## src/hdl/rlm_pkg.sv

```systemverilog
// shared types and constants of the rms level meter
`default_nettype none
package rlm_pkg;

	localparam int unsigned FRAMES_PER_BLOCK = 512;
	localparam int unsigned FPB_W            = 13;

	localparam int unsigned SUM_W   = 41;
	localparam int unsigned CNT_W   = 11;
	localparam int unsigned LVL_W   = 16;
	localparam int unsigned ROOT_W  = 22;
	localparam int unsigned RX_W    = 44;
	localparam int unsigned RREM_W  = 24;
	localparam int unsigned SCN_W   = 23;
	localparam int unsigned ITER_W  = 6;

	// quotient of the scaled level before clamping, and the reciprocal of 17
	// (floor(n * RECIP_17 >> RECIP_SHIFT) equals n / 17 for every n below 2^23)
	localparam int unsigned SCQ_W       = 19;
	localparam int unsigned RECIP_SHIFT = 27;
	localparam logic [SCN_W-1:0] RECIP_17 = 23'd7895161;

	localparam logic [CNT_W-1:0] COUNT_MAX = 11'd2047;
	localparam logic [SUM_W-1:0] SUM_MAX   = {SUM_W{1'b1}};

	localparam logic [15:0] KEEP_COEF  = 16'd60948;
	localparam logic [15:0] NEW_COEF   = 16'd4588;
	localparam logic [15:0] GAIN_RESET = 16'd4096;
	localparam logic [6:0]  SCALE_MUL  = 7'd100;

	localparam logic [ITER_W-1:0] DIV_STEPS  = 6'd41;
	localparam logic [ITER_W-1:0] ROOT_STEPS = 6'd22;

	localparam logic [1:0] REG_GAIN_ADDR = 2'd0;

	typedef struct packed {
		logic take;
		logic acc;
		logic div_step;
		logic root_load;
		logic root_step;
		logic sm_mul;
		logic sm_add;
		logic sc_load;
		logic sc_mul;
		logic out_load;
	} rlm_cmd_t;

	typedef struct packed {
		logic close;
		logic iter_last;
		logic out_busy;
	} rlm_status_t;

endpackage
`default_nettype wire

```

## src/hdl/rms_level_meter_smoothed.sv

```systemverilog
// top level of the block rms level meter with exponential smoothing
// usage:
//  - slave stream takes one stereo frame per beat: s_tdata holds the left
//    and right Q1.15 samples, s_tlast marks the final frame of an audio block
//  - a block also closes by itself once it holds FRAMES_PER_BLOCK frames
//  - master stream gives one beat per closed block: block rms, smoothed
//    level and scaled level, all unsigned Q0.16
//  - apb port holds the input gain (Q4.12, reset 4096 = unity) at address 0
//  - an ordinary frame passes through the accept cycle, in which the gain
//    is applied, and the accumulate cycle for the two squares
//  - a closing frame, from its beat to the result beat, goes through accept
//    and accumulate, a 41-step radix-2 divider for the mean, a load and 22
//    steps of the root unit, the smoothing multiply and add, /0.17 (times 100,
//    then times the reciprocal of 17), and the load of the output register
//  - the divider and root unit are iterative, one bit per cycle, and set
//    the cost of a block close
//  - the result waits in an output register; the next frames are accepted
//    while it waits, and only a further block close stalls on it
//  - reset empties the open block, clears the smoother, drops a waiting
//    result and sets the gain back to unity
`default_nettype none
module rms_level_meter_smoothed
	import rlm_pkg::*;
(
	input  wire logic        clk,
	input  wire logic        arst_n,
	// apb configuration port
	input  wire logic        psel,
	input  wire logic        penable,
	input  wire logic        pwrite,
	input  wire logic [1:0]  paddr,
	input  wire logic [31:0] pwdata,
	output logic [31:0]      prdata,
	output logic             pready,
	// frame stream
	input  wire logic        s_tvalid,
	output logic             s_tready,
	input  wire logic [31:0] s_tdata,   // left_sample [15:0], right_sample [31:16]
	input  wire logic        s_tlast,   // last_frame
	// level stream
	output logic             m_tvalid,
	input  wire logic        m_tready,
	output logic [47:0]      m_tdata    // block_rms [15:0], smoothed_level [31:16],
	                                    // scaled_level [47:32]
);

	logic [15:0] gain_q;
	rlm_cmd_t    cmd;
	rlm_status_t status;

	// apb: zero wait states, write completes in the access phase
	assign pready = 1'b1;

	always_ff @(posedge clk or negedge arst_n) begin
		if (!arst_n) begin
			gain_q <= GAIN_RESET;
		end else if (psel && penable && pwrite && pready && paddr == REG_GAIN_ADDR) begin
			gain_q <= pwdata[15:0];
		end
	end

	// reads of unmapped addresses return zero
	always_comb begin
		prdata = '0;
		if (paddr == REG_GAIN_ADDR) prdata = {16'd0, gain_q};
	end

	// sequencer: frame intake, block close and result handoff
	rlm_ctrl u_ctrl (
		.clk      (clk),
		.arst_n   (arst_n),
		.s_tvalid (s_tvalid),
		.s_tready (s_tready),
		.status   (status),
		.cmd      (cmd)
	);

	// arithmetic and the output register
	rlm_dp u_dp (
		.clk      (clk),
		.arst_n   (arst_n),
		.cmd      (cmd),
		.status   (status),
		.s_tdata  (s_tdata),
		.s_tlast  (s_tlast),
		.gain     (gain_q),
		.m_tready (m_tready),
		.m_tvalid (m_tvalid),
		.m_tdata  (m_tdata)
	);

endmodule
`default_nettype wire

```

## src/hdl/rlm_ctrl.sv

```systemverilog
// sequencer of the rms level meter
`default_nettype none
module rlm_ctrl
	import rlm_pkg::*;
(
	input  wire logic        clk,
	input  wire logic        arst_n,
	input  wire logic        s_tvalid,
	output logic             s_tready,
	input  wire rlm_status_t status,
	output rlm_cmd_t         cmd
);

	localparam logic [3:0] ST_IDLE  = 4'd0;
	localparam logic [3:0] ST_ACC   = 4'd1;
	localparam logic [3:0] ST_DIV   = 4'd2;
	localparam logic [3:0] ST_RLOAD = 4'd3;
	localparam logic [3:0] ST_ROOT  = 4'd4;
	localparam logic [3:0] ST_SMUL  = 4'd5;
	localparam logic [3:0] ST_SADD  = 4'd6;
	localparam logic [3:0] ST_SCL   = 4'd7;
	localparam logic [3:0] ST_RECIP = 4'd8;
	localparam logic [3:0] ST_OUT   = 4'd9;

	logic [3:0] state_q;
	logic [3:0] state_d;

	assign s_tready = (state_q == ST_IDLE);

	always_comb begin
		state_d = state_q;
		cmd     = '0;
		unique case (state_q)
			ST_IDLE: begin
				if (s_tvalid) begin
					cmd.take = 1'b1;
					state_d  = ST_ACC;
				end
			end
			ST_ACC: begin
				cmd.acc = 1'b1;
				state_d = status.close ? ST_DIV : ST_IDLE;
			end
			ST_DIV: begin
				cmd.div_step = 1'b1;
				if (status.iter_last) state_d = ST_RLOAD;
			end
			ST_RLOAD: begin
				cmd.root_load = 1'b1;
				state_d       = ST_ROOT;
			end
			ST_ROOT: begin
				cmd.root_step = 1'b1;
				if (status.iter_last) state_d = ST_SMUL;
			end
			ST_SMUL: begin
				cmd.sm_mul = 1'b1;
				state_d    = ST_SADD;
			end
			ST_SADD: begin
				cmd.sm_add = 1'b1;
				state_d    = ST_SCL;
			end
			ST_SCL: begin
				cmd.sc_load = 1'b1;
				state_d     = ST_RECIP;
			end
			ST_RECIP: begin
				cmd.sc_mul = 1'b1;
				state_d    = ST_OUT;
			end
			ST_OUT: begin
				if (!status.out_busy) begin
					cmd.out_load = 1'b1;
					state_d      = ST_IDLE;
				end
			end
			default: begin
				state_d = ST_IDLE;
			end
		endcase
	end

	always_ff @(posedge clk or negedge arst_n) begin
		if (!arst_n) begin
			state_q <= ST_IDLE;
		end else begin
			state_q <= state_d;
		end
	end

	// a frame beat is always followed by its accumulate cycle
	assert property (@(posedge clk) disable iff (!arst_n)
		(s_tvalid && s_tready) |=> (state_q == ST_ACC))
		else $error("accumulate cycle missing after frame beat");

	// a frame that does not close the block returns straight to idle
	assert property (@(posedge clk) disable iff (!arst_n)
		(state_q == ST_ACC && !status.close) |=> (state_q == ST_IDLE))
		else $error("open block did not return to idle");

	// a result handed to the output register frees the input again
	assert property (@(posedge clk) disable iff (!arst_n)
		(state_q == ST_OUT && !status.out_busy) |=> (state_q == ST_IDLE))
		else $error("result handoff did not return to idle");

endmodule
`default_nettype wire

```

## src/hdl/rlm_dp.sv

```systemverilog
// datapath: gain, square sum, divider, square root, smoother, scaling, output register
`default_nettype none
module rlm_dp
	import rlm_pkg::*;
(
	input  wire logic        clk,
	input  wire logic        arst_n,
	input  wire rlm_cmd_t    cmd,
	output rlm_status_t      status,
	input  wire logic [31:0] s_tdata,
	input  wire logic        s_tlast,
	input  wire logic [15:0] gain,
	input  wire logic        m_tready,
	output logic             m_tvalid,
	output logic [47:0]      m_tdata
);

	function automatic logic signed [15:0] gain_sat(input logic signed [15:0] s,
		input logic [15:0] g);
		logic signed [32:0] p;
		logic signed [32:0] q;
		p = 33'(s) * 33'($signed({1'b0, g}));
		q = (p + 33'sd2048) >>> 12;
		if (q > 33'sd32767) begin
			gain_sat = 16'sh7FFF;
		end else if (q < -33'sd32768) begin
			gain_sat = 16'sh8000;
		end else begin
			gain_sat = q[15:0];
		end
	endfunction

	// captured frame
	logic signed [15:0] sl_q;
	logic signed [15:0] sr_q;
	logic               last_q;

	// block accumulators
	logic [SUM_W-1:0] sum_q;
	logic [CNT_W-1:0] cnt_q;
	logic [LVL_W-1:0] smoothed_q;

	// restoring divider for the mean
	logic [SUM_W-1:0]  dq_q;
	logic [CNT_W-1:0]  drem_q;
	logic [CNT_W-1:0]  dvs_q;
	logic [ITER_W-1:0] iter_q;

	// square root unit
	logic [RX_W-1:0]   rx_q;
	logic [RREM_W-1:0] rrem_q;
	logic [ROOT_W-1:0] root_q;

	// smoother pipeline
	logic [31:0]      prod_s1;
	logic [LVL_W-1:0] rms_s1;

	// scaling: times 100, then times the reciprocal of 17
	logic [SCN_W-1:0] sc_num_s1;
	logic [SCQ_W-1:0] sc_quo_s2;

	logic             mv_q;
	logic [47:0]      md_q;

	logic [31:0]      sq_l;
	logic [31:0]      sq_r;
	logic [SUM_W:0]   sum_wide;
	logic [SUM_W-1:0] sum_next;
	logic [CNT_W:0]   cnt_wide;
	logic [CNT_W-1:0] cnt_next;
	logic             close;

	logic [CNT_W:0]   trial;
	logic             d_ge;

	logic [RREM_W+1:0] rr;
	logic [RREM_W+1:0] rtrial;
	logic              r_ge;

	logic [LVL_W-1:0]   rms_sat;
	logic [32:0]        sm_sum;
	logic [LVL_W-1:0]   sm_sat;
	logic [SCN_W-1:0]   sc_num;
	logic [2*SCN_W-1:0] sc_prod;
	logic [LVL_W-1:0]   sc_sat;

	assign sq_l     = $unsigned(32'(sl_q) * 32'(sl_q));
	assign sq_r     = $unsigned(32'(sr_q) * 32'(sr_q));
	assign sum_wide = (SUM_W+1)'(sum_q) + (SUM_W+1)'(sq_l) + (SUM_W+1)'(sq_r);
	assign sum_next = (sum_wide > (SUM_W+1)'(SUM_MAX)) ? SUM_MAX : sum_wide[SUM_W-1:0];
	assign cnt_wide = (CNT_W+1)'(cnt_q) + (CNT_W+1)'(2);
	assign cnt_next = (cnt_wide > (CNT_W+1)'(COUNT_MAX)) ? COUNT_MAX : cnt_wide[CNT_W-1:0];
	assign close    = last_q || ((cnt_next < COUNT_MAX) &&
		(FPB_W'(cnt_next[CNT_W-1:1]) >= FPB_W'(FRAMES_PER_BLOCK)));

	assign trial = {drem_q, dq_q[SUM_W-1]};
	assign d_ge  = (trial >= {1'b0, dvs_q});

	assign rr     = {rrem_q, rx_q[RX_W-1 -: 2]};
	assign rtrial = {2'b00, root_q, 2'b01};
	assign r_ge   = (rr >= rtrial);

	assign rms_sat = (|root_q[ROOT_W-1:LVL_W]) ? {LVL_W{1'b1}} : root_q[LVL_W-1:0];
	assign sm_sum  = 33'(prod_s1) + 33'(32'(rms_s1) * 32'(NEW_COEF)) + 33'd32768;
	assign sm_sat  = sm_sum[32] ? {LVL_W{1'b1}} : sm_sum[31:16];
	assign sc_num  = SCN_W'(smoothed_q) * SCN_W'(SCALE_MUL) + SCN_W'(8);
	assign sc_prod = (2*SCN_W)'(sc_num_s1) * (2*SCN_W)'(RECIP_17);
	assign sc_sat  = (|sc_quo_s2[SCQ_W-1:LVL_W]) ? {LVL_W{1'b1}} : sc_quo_s2[LVL_W-1:0];

	assign status.close     = close;
	assign status.iter_last = (iter_q == ITER_W'(1));
	assign status.out_busy  = mv_q && !m_tready;

	assign m_tvalid = mv_q;
	assign m_tdata  = md_q;

	// frame capture, gain applied on the way in
	always_ff @(posedge clk) begin
		if (cmd.take) begin
			sl_q   <= gain_sat(s_tdata[15:0], gain);
			sr_q   <= gain_sat(s_tdata[31:16], gain);
			last_q <= s_tlast;
		end
	end

	always_ff @(posedge clk or negedge arst_n) begin
		if (!arst_n) begin
			sum_q      <= '0;
			cnt_q      <= '0;
			smoothed_q <= '0;
			iter_q     <= '0;
			mv_q       <= 1'b0;
		end else begin
			if (cmd.acc) begin
				sum_q <= close ? '0 : sum_next;
				cnt_q <= close ? '0 : cnt_next;
				if (close) iter_q <= DIV_STEPS;
			end
			if (cmd.div_step || cmd.root_step) iter_q <= iter_q - ITER_W'(1);
			if (cmd.root_load) iter_q <= ROOT_STEPS;
			if (cmd.sm_add) smoothed_q <= sm_sat;
			if (cmd.out_load) begin
				mv_q <= 1'b1;
			end else if (m_tready) begin
				mv_q <= 1'b0;
			end
		end
	end

	// divider, root, smoother and scaling payload
	always_ff @(posedge clk) begin
		if (cmd.acc && close) begin
			dq_q   <= sum_next;
			drem_q <= '0;
			dvs_q  <= cnt_next;
		end else if (cmd.div_step) begin
			dq_q   <= {dq_q[SUM_W-2:0], d_ge};
			drem_q <= d_ge ? CNT_W'(trial - {1'b0, dvs_q}) : trial[CNT_W-1:0];
		end

		// radicand is four times the mean
		if (cmd.root_load) begin
			rx_q   <= {1'b0, dq_q, 2'b00};
			rrem_q <= '0;
			root_q <= '0;
		end else if (cmd.root_step) begin
			rx_q   <= {rx_q[RX_W-3:0], 2'b00};
			rrem_q <= r_ge ? RREM_W'(rr - rtrial) : rr[RREM_W-1:0];
			root_q <= {root_q[ROOT_W-2:0], r_ge};
		end

		if (cmd.sm_mul) begin
			prod_s1 <= 32'(smoothed_q) * 32'(KEEP_COEF);
			rms_s1  <= rms_sat;
		end

		if (cmd.sc_load) sc_num_s1 <= sc_num;
		if (cmd.sc_mul) sc_quo_s2 <= sc_prod[RECIP_SHIFT +: SCQ_W];

		if (cmd.out_load) md_q <= {sc_sat, smoothed_q, rms_s1};
	end

	// sample count stays even until it saturates
	assert property (@(posedge clk) disable iff (!arst_n)
		(!cnt_q[0] || cnt_q == COUNT_MAX))
		else $error("odd sample count below saturation");

	// a result is never written over a beat that is still waiting
	assert property (@(posedge clk) disable iff (!arst_n)
		cmd.out_load |-> !(mv_q && !m_tready))
		else $error("pending result overwritten");

	// the published smoothed level is the stored smoother state
	assert property (@(posedge clk) disable iff (!arst_n)
		$rose(mv_q) |-> (md_q[31:16] == smoothed_q))
		else $error("smoothed level out of step with smoother state");

endmodule
`default_nettype wire

```

## config.mk

```make
export PLATFORM = sky130hd
export DESIGN_NAME = rms_level_meter_smoothed
export DESIGN_NICKNAME = d
export VERILOG_FILES = /design/src/hdl/rlm_pkg.sv /design/src/hdl/rms_level_meter_smoothed.sv /design/src/hdl/rlm_ctrl.sv /design/src/hdl/rlm_dp.sv
export SDC_FILE = /design/constraint.sdc
export NUM_CORES = 2
export LEC_CHECK = 0
export BUFFER_PORTS_ARGS = -buffer_cell sky130_fd_sc_hd__buf_4
export CORE_AREA = 4 4 323 325
export DETAILED_ROUTE_END_ITERATION = 12
export DIE_AREA = 0 0 327 329
export PLACE_DENSITY = 0.93
export SYNTH_ARGS = -nofsm -noshare
export SYNTH_HDL_FRONTEND = slang
export SYNTH_SLANG_ARGS = --single-unit
```

## constraint.sdc

```tcl
create_clock -name clk -period 22.1 [get_ports clk]
set_clock_uncertainty 0.05 [all_clocks]
set_input_delay 4.42 -clock clk [delete_from_list [all_inputs] [get_ports clk]]
set_output_delay 4.42 -clock clk [all_outputs]
set_load 0.01 [all_outputs]
```

==> results.txt <==
----------------------------------------------------
[Status]
  Run status ... complete, no violations

[Placed design]
  Port bufs ... between 100 and 150
  Cell Area, Placed ... ~0.074 sq mm
  HPWL reported at the end of detailed placement ... between 100 and 150 mm
  DP Cell Count ... approximately 8700
  GP Congestion ... roughly 0.94

[Timing]
  Smallest hold slack ... ~430 ps
  Final period util ... roughly half
  Final max-slew violation count ... 0
  Fmax ... 88.7 MHz
  Transition time of the tightest slew-check pin ... 1120 ps
  Clock period minus worst slack ... 11270 ps
  Max transition margin ... 24.8%
  Final total negative setup slack ... 0 ps
  Setup-violating endpoint count in the final report ... 0
  Final-report hold violation count ... 0
  RSZ-0062 raised after global routing ... false

[Drt]
  Violation count after the first detailed-routing iteration ... about 5700
  Routed wire per std cell ... roughly 21 um
  Pre-Repair DR Iteration Count ... 9
  Remaining number of nets flagged by the antenna check after routing ... 0
  Drc violations ... 0
  Vias after detailed routing ... ~55000
  Wire length after detailed routing ... about 180 mm
  Detailed-route vias per instance ... a little over 6

[Synth]
  Compound-Gate Fraction of Synth Area ... under 10%
  Flip-flop and latch count after synthesis ... 413
  Number of synthesized flops with an enable pin ... 260
  Dominant combinational cell family by area after synthesis ... adder cells
  Post-synthesis mux area share ... less than 1%
  Number of different library cells in the post-synthesis netlist ... 94
  Post-synthesis cell count ... about 7400
  Part of the Yosys area used for sequential elements ... around 16%
  Async S/R FF share, synth ... roughly 23%
  Simple logic cell fraction of the synthesized area ... a little under an eighth
  Xor and xnor fraction of the mapped netlist area ... between 3 and 4%
  Number of warnings printed during yosys synthesis ... 0
  Arithmetic-cell share of the synthesized area counting full adders, half adders and majority gates ... around 51%
  Most used flip-flop cell after synthesis ... sky130_fd_sc_hd__edfxtp_1
  Netlist area before placement ... around 0.071 sq mm
  Synthesized area per cell ... about 9.6 sq um

[Worst setup path]
  Signal arrival time at the worst endpoint ... approximately 12000 ps
  Max Fanout on Critical Path ... 16
  Startpoint Class ... input pin
  Length in cells of the worst reg-to-reg path ... 32
  Nature of the critical path endpoint ... flop
  Crit path required time ... between 20000 and 25000 ps
  Setup CP Type ... input pin to flop

[Die]
  Die height ... roughly 330 um
  Top-level port count ... between 150 and 200
  Starting utilization of the core area ... between 70% and 80%
  Die width ... between 300 and 400 um
  Row count ... around 120
  Area inside the core boundary ... slightly above 0.1 sq mm
  Total Die Area ... 0.108 sq mm

[CTS]
  Clock transition at the registers of the reported paths ... roughly 60 ps
  Clock tree from TritonCTS ... built
  Longest Clk Path Bufs ... 3
  Root Driver ... sky130_fd_sc_hd__clkbuf_16
  Number of clock buffers inserted by TritonCTS ... 48
  Setup bufs post-CTS ... 0
  H-tree depth reported by CTS ... 2
  Clock tree sinks ... approximately 410
  # hold bufs at CTS ... 0
  Number of cells upsized or downsized after cts ... 0
  Clock latency on the worst-skew pair ... around 650 ps

[Finish]
  Final Instance Count excl. Fillers ... between 8000 and 9000
  Most common cell after layout, fill and taps aside ... sky130_fd_sc_hd__inv_1
  Net total in the final layout ... ~9700
  FILL cells ... 5709
  Ratio of cells with drive above 1 in the final layout ... 4.27%
  Design Area, Final ... 0.0752 sq mm
  Area growth syn-to-layout ... 5.17%
  Top library cells by usage in the layout, fill and taps aside ... 1689 x sky130_fd_sc_hd__inv_1, 1208 x sky130_fd_sc_hd__fa_1, 961 x sky130_fd_sc_hd__ha_1, 753 x sky130_fd_sc_hd__nand2_1, 292 x sky130_fd_sc_hd__and2_1

[GRT]
  Pin count of the biggest net entering global routing ... 90
  Number of global-route vias before repair ... 61000
  First-pass GRT wire length ... about 300 mm
  Total routing resource utilization after global routing ... between 30% and 40%
  Total grt overflow ... 0
  Antenna violations before repair ... 2

[Job]
  Max capacitance violation total ... 0

[Hold path]
  Hold Path Stages ... 2
  Min-Delay Path Class ... flop to flop

----------------------------------------------------
-- registers in the layout, summed over array words and instances (netlist names), 16 cells and up --
| name | cells |
|---|---|
| u_dp.sl_q | 16 |
| u_dp.smoothed_q | 16 |
| u_dp.sc_quo_s2 | 19 |
| u_dp.sc_num_s1 | 21 |
| u_dp.prod_s1 | 30 |
| u_dp.rx_q | 42 |
| gain_q | 16 |
| u_dp.root_q | 22 |
| u_dp.dq_q | 41 |
| u_dp.rms_s1 | 16 |
| u_dp.m_tdata | 48 |
| u_dp.rrem_q | 24 |
| u_dp.sum_q | 41 |
| u_dp.sr_q | 16 |
-- per-stage QoR --
stage | util, % | setup slack (ps)
detailed placement | 72.5 | 10520
finish | 74.1 | 10830
global placement | 72.5 | 10840
global route | 74.1 | 10560
floorplan | - | 11220
CTS | 74.1 | 11030
-- area by class of cell --
type,count,area [sq um],share of cell area (%)
Antenna cell,2,5.00,0.00666
Clock buffer,62,1320,1.75
Tap cell,1368,1710,2.28
Inverter,1689,6340,8.43
Sequential cell,413,11300,15.1
Clock inverter,28,282,0.374
Timing Repair Buffer,159,1190,1.59
Multi-Input combinational cell,5103,53000,70.5
-- metal layers --
metal	routed length, um	part of all wire [%]	GRT usage, %
met5	0	0	0
met4	12400	6.7	20.7
met3	18700	10	7.91
met2	89900	49	59.8
met1	62200	34	40.5
-- Yosys cell counts, types with 9 or more instances --
master | instances | area share, %
sky130_fd_sc_hd__a311oi_1 | 9 | 0.11
sky130_fd_sc_hd__o211ai_1 | 11 | 0.12
sky130_fd_sc_hd__and2_1 | 293 | 2.6
sky130_fd_sc_hd__nand3_1 | 115 | 0.81
sky130_fd_sc_hd__ha_1 | 961 | 17
sky130_fd_sc_hd__buf_4 | 17 | 0.18
sky130_fd_sc_hd__nor3_1 | 69 | 0.48
sky130_fd_sc_hd__o22ai_1 | 18 | 0.16
sky130_fd_sc_hd__nor2_1 | 251 | 1.3
sky130_fd_sc_hd__mux2i_1 | 33 | 0.46
sky130_fd_sc_hd__nor3b_1 | 9 | 0.095
sky130_fd_sc_hd__nand2b_1 | 80 | 0.70
sky130_fd_sc_hd__xnor2_1 | 184 | 2.3
sky130_fd_sc_hd__nor2b_1 | 38 | 0.33
sky130_fd_sc_hd__clkbuf_1 | 190 | 1.0
sky130_fd_sc_hd__a21oi_1 | 210 | 1.5
sky130_fd_sc_hd__o21ai_1 | 14 | 0.098
sky130_fd_sc_hd__o21a_1 | 37 | 0.39
sky130_fd_sc_hd__a211o_1 | 11 | 0.13
sky130_fd_sc_hd__xor2_1 | 104 | 1.3
sky130_fd_sc_hd__and3_1 | 36 | 0.32
sky130_fd_sc_hd__dfxtp_1 | 58 | 1.6
sky130_fd_sc_hd__dfrtp_1 | 94 | 3.3
sky130_fd_sc_hd__or2_2 | 19 | 0.17
sky130_fd_sc_hd__a21o_1 | 87 | 0.91
sky130_fd_sc_hd__fa_1 | 1208 | 34
sky130_fd_sc_hd__mux2_2 | 21 | 0.33
sky130_fd_sc_hd__or3_1 | 21 | 0.18
sky130_fd_sc_hd__nor4_1 | 13 | 0.11
sky130_fd_sc_hd__a31oi_1 | 25 | 0.22
sky130_fd_sc_hd__a21boi_0 | 14 | 0.15
sky130_fd_sc_hd__a211oi_1 | 20 | 0.21
sky130_fd_sc_hd__nand4_1 | 27 | 0.24
sky130_fd_sc_hd__nand2_1 | 754 | 4.0
sky130_fd_sc_hd__o21bai_1 | 27 | 0.28
sky130_fd_sc_hd__inv_1 | 1689 | 8.9
sky130_fd_sc_hd__edfxtp_1 | 260 | 11
sky130_fd_sc_hd__o21ai_0 | 226 | 1.6
sky130_fd_sc_hd__o31ai_1 | 18 | 0.19
-- worst max-delay path, cell delays in order --
cell	delay [ps]
sky130_fd_sc_hd__buf_4	240
sky130_fd_sc_hd__nand2_1	120
sky130_fd_sc_hd__fa_1	530
sky130_fd_sc_hd__inv_1	60
sky130_fd_sc_hd__fa_1	530
sky130_fd_sc_hd__inv_1	60
sky130_fd_sc_hd__fa_1	480
sky130_fd_sc_hd__fa_1	500
sky130_fd_sc_hd__inv_1	60
sky130_fd_sc_hd__fa_1	510
sky130_fd_sc_hd__fa_1	490
sky130_fd_sc_hd__ha_1	300
sky130_fd_sc_hd__o21ai_0	100
sky130_fd_sc_hd__o21bai_1	280
sky130_fd_sc_hd__a22o_1	310
sky130_fd_sc_hd__a21o_1	250
sky130_fd_sc_hd__a211oi_2	110
sky130_fd_sc_hd__a21oi_1	330
sky130_fd_sc_hd__a31oi_1	190
sky130_fd_sc_hd__o31ai_1	430
sky130_fd_sc_hd__xnor2_1	260
sky130_fd_sc_hd__nand4_1	220
sky130_fd_sc_hd__nand3b_1	480
sky130_fd_sc_hd__o21ai_0	280
-- cells by family after synthesis --
logic type / count (synthesis)
adder cells (fa/ha/maj): 2169
multiplexers: 54
flip-flops: 413
XOR/XNOR: 288
AO/OA/AOI/OAI: 824
other: 2
AND/OR/NAND/NOR: 1751
buffers and inverters: 1911
-- worst paths after layout --
kind,from,endpoint,slack (ps)
worst max-delay path,s_tdata[6],u_dp.sl_q[2],10830
worst min-delay path,u_dp.root_q[15],u_dp.root_q[15],430
worst max register to register,u_dp.sl_q[8],u_dp.sum_q[40],11030
worst min register to register,u_dp.root_q[15],u_dp.root_q[15],430
max in group asynchronous,arst_n,u_dp.sum_q[23],16920
min in group asynchronous,arst_n,u_dp.sum_q[19],3650
Power is left out: the tool's default activity adds up to more than one toggle a clock period on the data nets, which glitch-free logic cannot reach.
